### src/rtl/bar_pkg.sv
// Shared types and constants for the block average ramp.
// Holds the payload structs, the block job record, divider handshake and back-end states.
// No dependencies.
package bar_pkg;

	// Field widths fixed by the interface
	localparam int SAMPLE_BITS    = 16;
	localparam int WIN_W          = 7;
	localparam int MAX_WINDOW_DEF = 64;
	localparam int MAX_WINDOW_LIM = 64;

	// Block sum holds up to MAX_WINDOW_LIM samples
	localparam int SUM_MAX_W = SAMPLE_BITS + $clog2(MAX_WINDOW_LIM);
	// Block mean: a block whose width is narrowed part-way can average past the sample range
	localparam int MEAN_W = SUM_MAX_W;
	// Divider dividend: block sum magnitude or mean difference magnitude scaled by 256
	localparam int DVD_W  = MEAN_W + 9;
	localparam int STEP_W = DVD_W + 1;
	localparam int ACC_W  = MEAN_W + 9;

	// Job queue depth between front and back
	localparam int FIFO_DEPTH = 2;

	// Configuration port
	localparam int CFG_IDX_W  = 1;
	localparam int CFG_DATA_W = 7;
	localparam logic [CFG_IDX_W-1:0] CFG_WINDOW_WIDTH = 1'd0;
	localparam logic [CFG_IDX_W-1:0] CFG_SMOOTH_MODE  = 1'd1;
	localparam logic [WIN_W-1:0]     WINDOW_RESET     = 7'd4;

	typedef struct packed {
		logic signed [SAMPLE_BITS-1:0] sample;
		logic                          end_of_stream;
	} in_t;

	typedef struct packed {
		logic signed [SAMPLE_BITS-1:0] value;
		logic                          last_of_run;
	} out_t;

	// One completed block, handed from front to back
	typedef struct packed {
		logic signed [SUM_MAX_W-1:0]   sum;
		logic [WIN_W-1:0]              width;
		logic                          smooth;
		logic                          restart;
		logic signed [SAMPLE_BITS-1:0] first;
	} job_t;

	typedef struct packed {
		logic              start;
		logic [DVD_W-1:0]  dividend;
		logic [WIN_W-1:0]  divisor;
	} div_req_t;

	typedef struct packed {
		logic              done;
		logic [DVD_W-1:0]  quotient;
	} div_rsp_t;

	typedef enum logic [2:0] {
		BK_IDLE,
		BK_MEAN,
		BK_DIFF,
		BK_STEP,
		BK_EMIT
	} bk_state_t;

endpackage

### src/rtl/bar_div.sv
// Iterative unsigned divider, one quotient bit per cycle.
// Used by the back end for the block mean and the ramp step. Depends on bar_pkg.
module bar_div import bar_pkg::*; (
	input  logic     clk,
	input  logic     arst_n,
	input  div_req_t req,
	output div_rsp_t rsp
);

	localparam int CNT_W = $clog2(DVD_W + 1);

	logic [CNT_W-1:0] cnt_q;
	logic [DVD_W-1:0] quo_q;
	logic [WIN_W-1:0] rem_q;
	logic [WIN_W-1:0] dvs_q;
	logic             done_q;
	logic             busy;
	logic [WIN_W:0]   shifted;
	logic             ge;

	assign busy    = (cnt_q != '0);
	assign shifted = {rem_q, quo_q[DVD_W-1]};
	assign ge      = (shifted >= {1'b0, dvs_q});

	// Control: bit counter and completion pulse
	always_ff @(posedge clk or negedge arst_n) begin
		if (!arst_n) begin
			cnt_q  <= '0;
			done_q <= 1'b0;
		end else begin
			done_q <= busy && (cnt_q == CNT_W'(1));
			if (req.start) begin
				cnt_q <= CNT_W'(DVD_W);
			end else if (busy) begin
				cnt_q <= cnt_q - 1'b1;
			end
		end
	end

	// Datapath: restoring shift-subtract
	always_ff @(posedge clk) begin
		if (req.start) begin
			quo_q <= req.dividend;
			rem_q <= '0;
			dvs_q <= req.divisor;
		end else if (busy) begin
			quo_q <= {quo_q[DVD_W-2:0], ge};
			rem_q <= ge ? WIN_W'(shifted - {1'b0, dvs_q}) : shifted[WIN_W-1:0];
		end
	end

	assign rsp.done     = done_q;
	assign rsp.quotient = quo_q;

endmodule

### src/rtl/bar_fifo.sv
// Short job queue between the front and back ends.
// Registered entries, combinational head read. Depends on bar_pkg.
module bar_fifo import bar_pkg::*; (
	input  logic clk,
	input  logic arst_n,
	input  logic push,
	input  job_t push_data,
	input  logic pop,
	output job_t head,
	output logic empty,
	output logic full
);

	localparam int PTR_W = (FIFO_DEPTH > 1) ? $clog2(FIFO_DEPTH) : 1;
	localparam int CNT_W = $clog2(FIFO_DEPTH + 1);

	job_t             mem_q [FIFO_DEPTH];
	logic [PTR_W-1:0] wr_ptr_q;
	logic [PTR_W-1:0] rd_ptr_q;
	logic [CNT_W-1:0] cnt_q;

	assign empty = (cnt_q == '0);
	assign full  = (cnt_q == CNT_W'(FIFO_DEPTH));
	assign head  = mem_q[rd_ptr_q];

	// Pointers and fill level
	always_ff @(posedge clk or negedge arst_n) begin
		if (!arst_n) begin
			wr_ptr_q <= '0;
			rd_ptr_q <= '0;
			cnt_q    <= '0;
		end else begin
			if (push) begin
				wr_ptr_q <= (wr_ptr_q == PTR_W'(FIFO_DEPTH - 1)) ? '0 : wr_ptr_q + 1'b1;
			end
			if (pop) begin
				rd_ptr_q <= (rd_ptr_q == PTR_W'(FIFO_DEPTH - 1)) ? '0 : rd_ptr_q + 1'b1;
			end
			if (push && !pop) begin
				cnt_q <= cnt_q + 1'b1;
			end else if (pop && !push) begin
				cnt_q <= cnt_q - 1'b1;
			end
		end
	end

	// Entry storage
	always_ff @(posedge clk) begin
		if (push) begin
			mem_q[wr_ptr_q] <= push_data;
		end
	end

endmodule

### src/rtl/bar_front.sv
// Front end: configuration registers, sample accumulation and block detection.
// Pushes one job per completed block into the queue. Depends on bar_pkg.
module bar_front import bar_pkg::*; #(
	parameter int MAX_WINDOW = MAX_WINDOW_DEF
) (
	input  logic                  clk,
	input  logic                  arst_n,
	input  logic                  in_valid,
	output logic                  in_stall,
	input  in_t                   in_data,
	input  logic                  cfg_we,
	input  logic [CFG_IDX_W-1:0]  cfg_index,
	input  logic [CFG_DATA_W-1:0] cfg_data,
	output logic                  job_push,
	output job_t                  job,
	input  logic                  job_full
);

	localparam int               CNT_W = $clog2(MAX_WINDOW + 1);
	localparam logic [WIN_W-1:0] MAXW  = WIN_W'(MAX_WINDOW);

	logic [WIN_W-1:0]              window_q;
	logic                          smooth_q;
	logic signed [SUM_MAX_W-1:0]   sum_q;
	logic [CNT_W-1:0]              count_q;
	logic                          pending_q;
	logic                          restart_q;
	logic signed [SAMPLE_BITS-1:0] first_q;

	logic [WIN_W-1:0]              w_eff;
	logic [CNT_W-1:0]              count_nxt;
	logic signed [SUM_MAX_W-1:0]   sum_nxt;
	logic                          complete;
	logic                          accept;

	// Effective width: zero acts as one, clamp to the maximum
	always_comb begin
		if (window_q == '0) begin
			w_eff = WIN_W'(1);
		end else if (window_q > MAXW) begin
			w_eff = MAXW;
		end else begin
			w_eff = window_q;
		end
	end

	assign count_nxt = count_q + 1'b1;
	assign sum_nxt   = sum_q + SUM_MAX_W'(in_data.sample);
	assign complete  = (WIN_W'(count_nxt) >= w_eff);
	assign in_stall  = job_full && complete;
	assign accept    = in_valid && !in_stall;
	assign job_push  = accept && complete;

	// Job record for the completed block
	always_comb begin
		job.sum     = sum_nxt;
		job.width   = w_eff;
		job.smooth  = smooth_q;
		job.restart = pending_q || restart_q;
		job.first   = pending_q ? in_data.sample : first_q;
	end

	// Configuration registers
	always_ff @(posedge clk or negedge arst_n) begin
		if (!arst_n) begin
			window_q <= WINDOW_RESET;
			smooth_q <= 1'b1;
		end else if (cfg_we) begin
			unique case (cfg_index)
				CFG_WINDOW_WIDTH: window_q <= cfg_data[WIN_W-1:0];
				CFG_SMOOTH_MODE:  smooth_q <= cfg_data[0];
			endcase
		end
	end

	// Accumulator and stream state
	always_ff @(posedge clk or negedge arst_n) begin
		if (!arst_n) begin
			sum_q     <= '0;
			count_q   <= '0;
			pending_q <= 1'b1;
			restart_q <= 1'b0;
		end else if (accept) begin
			if (in_data.end_of_stream) begin
				sum_q     <= '0;
				count_q   <= '0;
				pending_q <= 1'b1;
				restart_q <= 1'b0;
			end else if (complete) begin
				sum_q     <= '0;
				count_q   <= '0;
				pending_q <= 1'b0;
				restart_q <= 1'b0;
			end else begin
				sum_q     <= sum_nxt;
				count_q   <= count_nxt;
				pending_q <= 1'b0;
				restart_q <= pending_q || restart_q;
			end
		end
	end

	// First sample of a stream seeds the ramp
	always_ff @(posedge clk) begin
		if (accept && pending_q) begin
			first_q <= in_data.sample;
		end
	end

endmodule

### src/rtl/bar_back.sv
// Back end: per-block mean and, in smooth mode, ramp step through the shared divider, then result emission.
// Holds the previous mean and the output register. Depends on bar_pkg and bar_div.
module bar_back import bar_pkg::*; (
	input  logic clk,
	input  logic arst_n,
	input  job_t head,
	input  logic empty,
	output logic pop,
	output logic out_valid,
	input  logic out_stall,
	output out_t out_data
);

	bk_state_t state_q;
	bk_state_t state_nxt;

	job_t                          job_q;
	logic                          neg_q;
	logic signed [MEAN_W-1:0]      prev_q;
	logic signed [MEAN_W-1:0]      mean_q;
	logic signed [STEP_W-1:0]      step_q;
	logic signed [ACC_W-1:0]       acc_q;
	logic [WIN_W-1:0]              k_q;
	logic                          out_valid_q;
	out_t                          out_q;

	div_req_t                      req;
	div_rsp_t                      rsp;
	logic                          emit;
	logic                          last;
	logic [SUM_MAX_W-1:0]          sum_mag;
	logic signed [MEAN_W:0]        diff;
	logic [MEAN_W:0]               diff_mag;
	logic [MEAN_W-1:0]             q_mean;

	bar_div u_div (
		.clk    (clk),
		.arst_n (arst_n),
		.req    (req),
		.rsp    (rsp)
	);

	assign sum_mag  = head.sum[SUM_MAX_W-1] ? SUM_MAX_W'(-head.sum) : SUM_MAX_W'(head.sum);
	assign diff     = (MEAN_W + 1)'(mean_q) - (MEAN_W + 1)'(prev_q);
	assign diff_mag = diff[MEAN_W] ? (MEAN_W + 1)'(-diff) : (MEAN_W + 1)'(diff);
	assign q_mean   = rsp.quotient[MEAN_W-1:0];
	assign last     = (k_q == job_q.width - 1'b1);

	// Next state
	always_comb begin
		state_nxt = state_q;
		unique case (state_q)
			BK_IDLE: if (!empty)    state_nxt = BK_MEAN;
			BK_MEAN: if (rsp.done)  state_nxt = job_q.smooth ? BK_DIFF : BK_EMIT;
			BK_DIFF:                state_nxt = BK_STEP;
			BK_STEP: if (rsp.done)  state_nxt = BK_EMIT;
			BK_EMIT: if (emit && last) state_nxt = BK_IDLE;
			default:                state_nxt = BK_IDLE;
		endcase
	end

	// Control outputs: queue pop, divider start, emission
	always_comb begin
		pop          = 1'b0;
		emit         = 1'b0;
		req.start    = 1'b0;
		req.dividend = DVD_W'({diff_mag, 8'd0});
		req.divisor  = job_q.width;
		unique case (state_q)
			BK_IDLE: begin
				pop          = !empty;
				req.start    = !empty;
				req.dividend = DVD_W'(sum_mag);
				req.divisor  = head.width;
			end
			BK_DIFF: req.start = 1'b1;
			BK_EMIT: emit      = !out_valid_q || !out_stall;
			default: ;
		endcase
	end

	always_ff @(posedge clk or negedge arst_n) begin
		if (!arst_n) begin
			state_q <= BK_IDLE;
		end else begin
			state_q <= state_nxt;
		end
	end

	// Block datapath
	always_ff @(posedge clk) begin
		if (pop) begin
			job_q <= head;
			neg_q <= head.sum[SUM_MAX_W-1];
			if (head.restart) begin
				prev_q <= MEAN_W'(head.first);
			end
		end
		if (state_q == BK_MEAN && rsp.done) begin
			mean_q <= neg_q ? -q_mean : q_mean;
			k_q    <= '0;
		end
		if (state_q == BK_DIFF) begin
			neg_q <= diff[MEAN_W];
		end
		if (state_q == BK_STEP && rsp.done) begin
			step_q <= neg_q ? -STEP_W'(rsp.quotient) : STEP_W'(rsp.quotient);
			acc_q  <= ACC_W'(prev_q) <<< 8;
			prev_q <= mean_q;
		end
		if (emit) begin
			acc_q <= acc_q + ACC_W'(step_q);
			k_q   <= k_q + 1'b1;
		end
	end

	// Output register
	always_ff @(posedge clk or negedge arst_n) begin
		if (!arst_n) begin
			out_valid_q <= 1'b0;
		end else if (emit) begin
			out_valid_q <= 1'b1;
		end else if (!out_stall) begin
			out_valid_q <= 1'b0;
		end
	end

	always_ff @(posedge clk) begin
		if (emit) begin
			out_q.value       <= job_q.smooth ? acc_q[8 +: SAMPLE_BITS]
			                                  : mean_q[SAMPLE_BITS-1:0];
			out_q.last_of_run <= last;
		end
	end

	assign out_valid = out_valid_q;
	assign out_data  = out_q;

`ifndef SYNTHESIS
	// The step division is only run for ramp blocks
	a_step_smooth: assert property (@(posedge clk) disable iff (!arst_n)
		(state_q == BK_STEP) |-> job_q.smooth)
		else $error("step division in hold mode");

	// The final result of a block returns the back end to idle
	a_last_idle: assert property (@(posedge clk) disable iff (!arst_n)
		(emit && last) |=> (state_q == BK_IDLE))
		else $error("back end did not finish block on last result");

	// A block in progress never has a zero width
	a_width_nz: assert property (@(posedge clk) disable iff (!arst_n)
		(state_q != BK_IDLE) |-> (job_q.width != '0))
		else $error("zero block width in back end");

	// A fresh result is only loaded into a free or departing output register
	a_no_overwrite: assert property (@(posedge clk) disable iff (!arst_n)
		(out_valid_q && out_stall) |-> !emit)
		else $error("output transaction overwritten");
`endif

endmodule

### src/rtl/block_average_ramp.sv
// Top level of the block average ramp: front end, job queue and back end.
// Depends on bar_pkg, bar_front, bar_fifo and bar_back.
//
// Samples are taken one per cycle while the input is not stalled and summed over blocks of
// window_width samples. Each completed block becomes a job in a two-entry queue; the back end
// works out the mean and, in smooth mode, the ramp step with one shared divider that yields one
// quotient bit per cycle and flags completion from a register, then emits window_width results,
// one per cycle while the output is not stalled. The input stalls only when a sample would
// complete a block while the queue is full. Outputs are registered.
module block_average_ramp import bar_pkg::*; #(
	parameter int MAX_WINDOW = MAX_WINDOW_DEF
) (
	input  logic                  clk,
	input  logic                  arst_n,
	input  logic                  in_valid,
	output logic                  in_stall,
	input  in_t                   in_data,
	output logic                  out_valid,
	input  logic                  out_stall,
	output out_t                  out_data,
	input  logic                  cfg_we,
	input  logic [CFG_IDX_W-1:0]  cfg_index,
	input  logic [CFG_DATA_W-1:0] cfg_data
);

	logic job_push;
	job_t job;
	logic job_full;
	logic job_pop;
	job_t job_head;
	logic job_empty;

	bar_front #(
		.MAX_WINDOW (MAX_WINDOW)
	) u_front (
		.clk       (clk),
		.arst_n    (arst_n),
		.in_valid  (in_valid),
		.in_stall  (in_stall),
		.in_data   (in_data),
		.cfg_we    (cfg_we),
		.cfg_index (cfg_index),
		.cfg_data  (cfg_data),
		.job_push  (job_push),
		.job       (job),
		.job_full  (job_full)
	);

	bar_fifo u_fifo (
		.clk       (clk),
		.arst_n    (arst_n),
		.push      (job_push),
		.push_data (job),
		.pop       (job_pop),
		.head      (job_head),
		.empty     (job_empty),
		.full      (job_full)
	);

	bar_back u_back (
		.clk       (clk),
		.arst_n    (arst_n),
		.head      (job_head),
		.empty     (job_empty),
		.pop       (job_pop),
		.out_valid (out_valid),
		.out_stall (out_stall),
		.out_data  (out_data)
	);

endmodule
### config.mk
export PLATFORM = sky130hd
export DESIGN_NAME = block_average_ramp
export DESIGN_NICKNAME = d
export VERILOG_FILES = /design/src/rtl/bar_pkg.sv /design/src/rtl/bar_div.sv /design/src/rtl/bar_fifo.sv /design/src/rtl/bar_front.sv /design/src/rtl/bar_back.sv /design/src/rtl/block_average_ramp.sv
export SDC_FILE = /design/constraint.sdc
export NUM_CORES = 1
export LEC_CHECK = 0
export CORE_MARGIN = 5
export CORE_UTILIZATION = 50
export DETAILED_ROUTE_END_ITERATION = 10
export DONT_BUFFER_PORTS = 1
export MAX_ROUTING_LAYER = met4
export PLACE_DENSITY = 0.74
export SYNTH_ARGS = -nofsm -noshare
export SYNTH_HDL_FRONTEND = slang
export SYNTH_SLANG_ARGS = --single-unit
export TNS_END_PERCENT = 1
### constraint.sdc
create_clock -name clk -period 7.1 [get_ports clk]
set_input_delay 0.355 -clock clk [delete_from_list [all_inputs] [get_ports clk]]
set_output_delay 0.355 -clock clk [all_outputs]
set_load 0.1 [all_outputs]
# Word level (Yosys, flattened, before mapping)
# Memories as Yosys holds them, arrays and structs flattened.
# Cells that the tools add are included.
[totals]
elab_cells = 140
reg_bits = 253
ram_bits = 94
mem_count = 1
input_bits = 30
out_inout_bits = 19
[memory_table]
columns = ["name", "words", "word_bits", "read_ports", "rd_ports_with_merged_regs", "wr", "line", "source"]
rows = [
  ["u_fifo.mem_q", 2, 47, 1, 0, 1, "bar_fifo.sv:17", "job_t mem_q [FIFO_DEPTH];"],
]
[classes]
n_addsub = 16
eq_ne = 12
n_lt_le_gt_ge = 3
n_reduce_logical = 33
mux = 47
bitwise = 1
[op_table]
columns = ["op", "count"]
rows = [
  ["two-way mux 31 bit", 5],
  ["two-way mux 22 bit", 7],
  ["two-way mux 7 bit", 7],
  ["negation 22 bit", 2],
  ["two-way mux 38 bit", 1],
  ["two-way mux 16 bit", 2],
  ["adder 31 bit", 1],
  ["negation 31 bit", 1],
  ["two-way mux 23 bit", 1],
  ["negation 23 bit", 1],
  ["subtractor 22 x 22 -> 23 bit", 1],
  ["adder 22 x 16 -> 22 bit", 1],
  ["two-way mux 3 bit", 5],
  ["one-hot mux 3 bit (5 select lines)", 1],
  ["adder 7 x 1 -> 7 bit (second input constant)", 2],
  ["nonzero test 2 bit", 7],
  ["two-way mux 1 bit", 13],
  ["logical AND 1 bit", 10],
  ["two-way mux 5 bit", 2],
  ["greater-or-equal comparator 8 x 7 -> 1 bit", 1],
  ["equality test 7 bit", 1],
  ["greater-or-equal comparator 7 bit", 1],
  ["> comparator 7 bit (second input constant)", 1],
  ["zero test 7 bit", 1],
  ["other kinds (23)", 37],
]

# Depth between registers and ports, before layout
[logic_depth]
word_depth = 12
ltp_mapped = 18

# Cells and area by module
# A second synthesis with hierarchy kept.
[hier_totals]
hier_cells = 1692
hier_area_um2 = 18960.7
[modules_own_cells]
columns = ["module", "instances", "cells_each", "seq_area_each_um2", "area_each_um2"]
rows = [
  ["bar_back", 1, 980, 3853.7, 9207.6],
  ["bar_fifo", 1, 162, 2922.8, 3657.3],
  ["bar_front", 1, 358, 1460.2, 3553.4],
  ["bar_div", 1, 192, 1431.4, 2542.4],
]

# Worst setup path before layout
# Ideal clock, no wire load.
[synth_timing]
kind = "reg2reg"
start = "register u_front.window_q[2]"
end = "memory u_fifo.mem_q[0][0] (netlist bit) (enable)"
slack_ps = 896
stages_incl_launch_ff = 16
required_time_ps = 6590
arrival_ps = 5694
n_path_buf = 2
setup_time_ps = 510
cell_sequence = "dfstp_2 nor3_1 a21oi_1 nor2_1 ha_1 nand2b_1 a21o_1 a21oi_1 nor2b_1 o21ai_0 a21oi_1 nor2_1 o21ai_0 clkbuf_1 clkbuf_1 nor3_1"
[synth_lines]
columns = ["element", "line", "source"]
rows = [
  ["start, declared", "bar_front.sv:22", "logic [WIN_W-1:0] window_q;"],
  ["start signal, assigned", "bar_front.sv:70", "CFG_WINDOW_WIDTH: window_q <= cfg_data[WIN_W-1:0];"],
  ["end, declared", "bar_fifo.sv:17", ""],
]

# Worst setup path in the final report
[layout_timing]
start = "register u_back.mean_q[0]"
end = "register u_back.u_div.quo_q[21] (data pin)"
[layout_between]
elab_chain_cells = 5
[layout_rtl]
columns = ["element", "line", "source"]
rows = [
  ["start, declared", "bar_back.sv:20", "logic signed [MEAN_W-1:0] mean_q;"],
  ["start signal, assigned", "bar_back.sv:100", "mean_q <= neg_q ? -q_mean : q_mean;"],
  ["subtractor 22 x 22 -> 23 bit *", "bar_back.sv:44", "assign diff = (MEAN_W + 1)'(mean_q) - (MEAN_W + 1)'(prev_q);"],
  ["negation 23 bit", "bar_back.sv:45", "assign diff_mag = diff[MEAN_W] ? (MEAN_W + 1)'(-diff) : (MEAN_W + 1)'(diff);"],
  ["two-way mux 23 bit *", "bar_back.sv:45", ""],
  ["two-way mux 38 bit *", "bar_back.sv:69", "unique case (state_q)"],
  ["two-way mux 31 bit *", "bar_div.sv:42", "if (req.start) begin"],
  ["end signal, assigned", "bar_div.sv:43", "quo_q <= req.dividend;"],
  ["end signal, assigned", "bar_div.sv:47", "quo_q <= {quo_q[DVD_W-2:0], ge};"],
  ["end, declared", "bar_div.sv:13", "logic [DVD_W-1:0] quo_q;"],
]
# Mark *: on every way between the ends. The rest lies on a longest branch, timed or not.
# A chain may end at the register's enable or synchronous reset.

==> results.md <==
* Run status: complete, no violations
* Post-Synth Adder-Cell Area at 6.74%
* Synthesized instance count at 1595
* I/O Buffers at 0
* CTS max path bufs at 3
* Ys flop type: edfxtp_1
* Core Region at 0.0355 sq mm
* Slew of the pin with the lowest slew margin at 1130 ps
* Initial core utilization at 50.4%
* Post-Place Setup Slack at 3080 ps
* Worst Path Required at 7390 ps
* Worst R2R Path Depth at 13
* Routed WL per cell at 18.2 microns
* Setup Skew at 18.5 ps
* Die height at 199 microns
* Vias in the first global route at 11819
* Synth Area in XOR/XNOR at 7.19%
* Final hold vios at 0
* Final number of max-transition violations at 0
* H-tree levels at 2
* Post-CTS Setup Bufs at 0
* Inserted Diodes at 0
* Final min period at 4030 ps
* Largest net degree at the start of global routing at 58
* Crit path DAT at 4320 ps
* Reg clk slew, reported paths at 60 ps
* Dominant cells by area after synthesis: edfxtp_1 (46%), dfrtp_1 (7.0%), ha_1 (6.3%), xnor2_1 (4.6%), nand2_1 (3.5%)
* Yosys warnings at 0
* Max IR drop VDD at 0.315 mV
* Antenna Violating Nets Remaining at 0
* Max Freq at 0.248 GHz
* Final worst setup slack at 3070 ps
* Latest clock arrival within the worst-skew pair at 550 ps
* Unrepaired setup endpoints after global routing: false
* Final setup fails at 0
* Maxcap violations at 0
* Avg Vias per Cell at 5.75
* Met2 WL at 16900 microns
* I/O Pins at 49
* Layout cells sized above 1 at 8.70%
* Final nets at 1741
* Period utilization at 56.8%
* Detailed-route wire length at 38300 microns
* Area growth, synth to finish at 10.8%
* Async SR Flop Fraction at 15.9%
* Most Frequent Cell on Critical Path: nand2b_1
* CP Cell Sequence: inv_1, ha_1, fa_1, nand2b_1, a21o_1, a2bb2oi_2, a21oi_2, o31a_1, a31oi_2, nand2b_1, xnor2_1, a221oi_1, nor2_1
* CTS tree: built
* Std cell rows at 69
* Yosys top cell area share at 45.8%
* Clock buffer count from CTS at 37
* Mapped Nets at 1719
* First-pass GRT wire length at 61600 microns
* Die area at 0.0397 sq mm
* Grt total ovfl at 0
* Slew headroom at 24.5%
* Worst Hold Depth at 2
* Vias at 12091
* Routed met1 length at 17500 microns
* Final instance area at 0.0198 sq mm
* Startpoint types: register
* Commonest non-fill, non-tap cell in the layout: edfxtp_1
* TritonRoute pass-1 iters at 7
* Largest family of logic cells by synthesized area: compound AO/OA/AOI/OAI gates
* Gpl congestion at 0.922
* WHS at 29.7 ps
* Final HPWL DP at 27300 microns
* Synth area leader: edfxtp_1
* Critical Path End Type: register
* Synthesized cell area at 0.0179 sq mm
* GRT Total Usage at 20.0%
* Crit Path Class: register to register
* Sequential share of the synthesized area at 54.0%
* Max stage delay on crit path at 900 ps
* Width of the die at 199 microns
* EDFF count, synth at 273
* Final TNS setup at 0 ps
* DRC at 0
* DP Area at 0.0184 sq mm
* Simple logic cell fraction of the synthesized area at 11.7%
* Syn Area/Cell at 11.2 sq um
* Top Layer Used: met4
* Root buffer cell: clkbuf_16
* Initial antenna violation count at 0
* Power density over the cells at 359 mW/mm^2
* Slowest CP cell: a31oi_2
* Compound-cell area share of the yosys netlist at 12.3%
* Met3 WL at 2690 microns
* Type of the most critical hold path: primary input to register
* Initial DRC Count at 1066
* Clk sinks at 333
* CP Max Fanout at 23
* Synthesized flop and latch total at 333
* Netlist cell types at 69
* Mux cell area share after synthesis at 5.26%
* Leakage at 7.63 nW
* Highest-count cells in the layout ignoring fill and taps: edfxtp_1 (273), nand2_1 (165), nor2_1 (108), o21ai_0 (108), a21oi_1 (98)
-- worst max-delay path, delay by kind of cell (launching register included) --
| family | cells | cell delay (ps) |
|---|---|---|
| AOI/OAI and AO/OA | 6 | 2190 |
| xor gates and xnor gates | 1 | 80 |
| adders and majority gates | 2 | 610 |
| buffers and inverters | 1 | 60 |
| DFF | 1 | 350 |
| and+or+nand+nor | 3 | 480 |
-- final cells by class --
| class | instances | area, sq um |
|---|---|---|
| fill | 2841 | 15700 |
| clock buffer | 49 | 991 |
| sequential | 333 | 9670 |
| clock inverter | 16 | 154 |
| timing repair buffer | 40 | 385 |
| inverter | 71 | 267 |
| tap | 461 | 577 |
| multi-input combinational | 1134 | 7780 |
-- worst paths after layout --
kind / start / end / slack (ps)
setup / recovery: u_back.mean_q[0] / u_back.u_div.quo_q[21] / 3070
hold / removal: out_stall / u_back.out_valid / 30
setup reg to reg: u_back.mean_q[0] / u_back.u_div.quo_q[21] / 3070
hold reg to reg: u_front.sum_q[3] / u_front.sum_q[3] / 480
max in group asynchronous: arst_n / u_front.smooth_q / 6430
min in group asynchronous: arst_n / u_front.sum_q[16] / 370
-- Yosys cell counts, types with 8 or more instances --
library cell and n:
clkbuf_1 42, nor2_1 110, nor3_1 37, a21oi_1 98, buf_2 13, a21o_1 21, o31ai_1 8, and3_1 8
nand4_1 10, a211oi_1 11, xor2_1 52, inv_1 71, mux2_2 49, edfxtp_1 273, nor2b_1 19, o22ai_1 8
or3_1 9, ha_1 90, and2_1 10, nand3_1 27, mux2i_1 39, xnor2_1 95, a31oi_1 14, o21a_1 11
nand2_1 165, o21ai_0 110, dfrtp_1 50, o21bai_1 10, nand2b_1 24
-- routing by layer --
metal	GRT usage [%]	vias up
met2	29.6	401
met3	3.24	88
met5	-	-
met1	28.3	5731
li1	-	5871
met4	6.66	0
-- power by group --
group | switching (mW) | total [mW] | internal (mW)
combinational | 1.43 | 2.35 | 0.925
clock | 0.769 | 1.83 | 1.06
sequential | 0.268 | 2.94 | 2.68
total | 2.46 | 7.12 | 4.66
-- flip-flops by register name, summed over array words and instances, names as in the netlist, 5 cells and up --
register            cells
u_back.acc_q           24
u_back.u_div.quo_q     31
u_front.count_q         7
u_back.k_q              7
u_back.mean_q          22
u_front.window_q        7
u_fifo.mem_q           94
u_back.out_data        17
u_back.step_q          24
u_front.first_q        16
u_back.u_div.cnt_q      5
u_back.u_div.rem_q      7
u_front.sum_q          22
u_back.u_div.dvs_q      7
u_back.job_q            8
u_back.prev_q          22
-- timing repair --
item,CTS,global route
hold buffers,27,0
hold endpoints to repair,78,0
gates resized for setup,0,0
-- cell families (layout without fill, tap and decap cells) --
logic type                 after synthesis  count (layout)
and+or+nand+nor                        450             450
xor gates and xnor gates               147             147
AOI/OAI and AO/OA                      355             355
buffers and inverters                  128             176
adders and majority gates               94              94
muxes                                   88              88
DFF                                    333             333
-- per-stage QoR --
stage	total power, mW	std cells	util [%]
final	7.12	2104	55.9
after CTS	7.13	2104	55.9
after global routing	7.53	2104	55.9
after floorplan	4.65	1595	-
after global placement	5.17	2012	51.8
after detailed placement	5.27	2012	51.8
No activity file was read; power rests on OpenSTA's default activity.
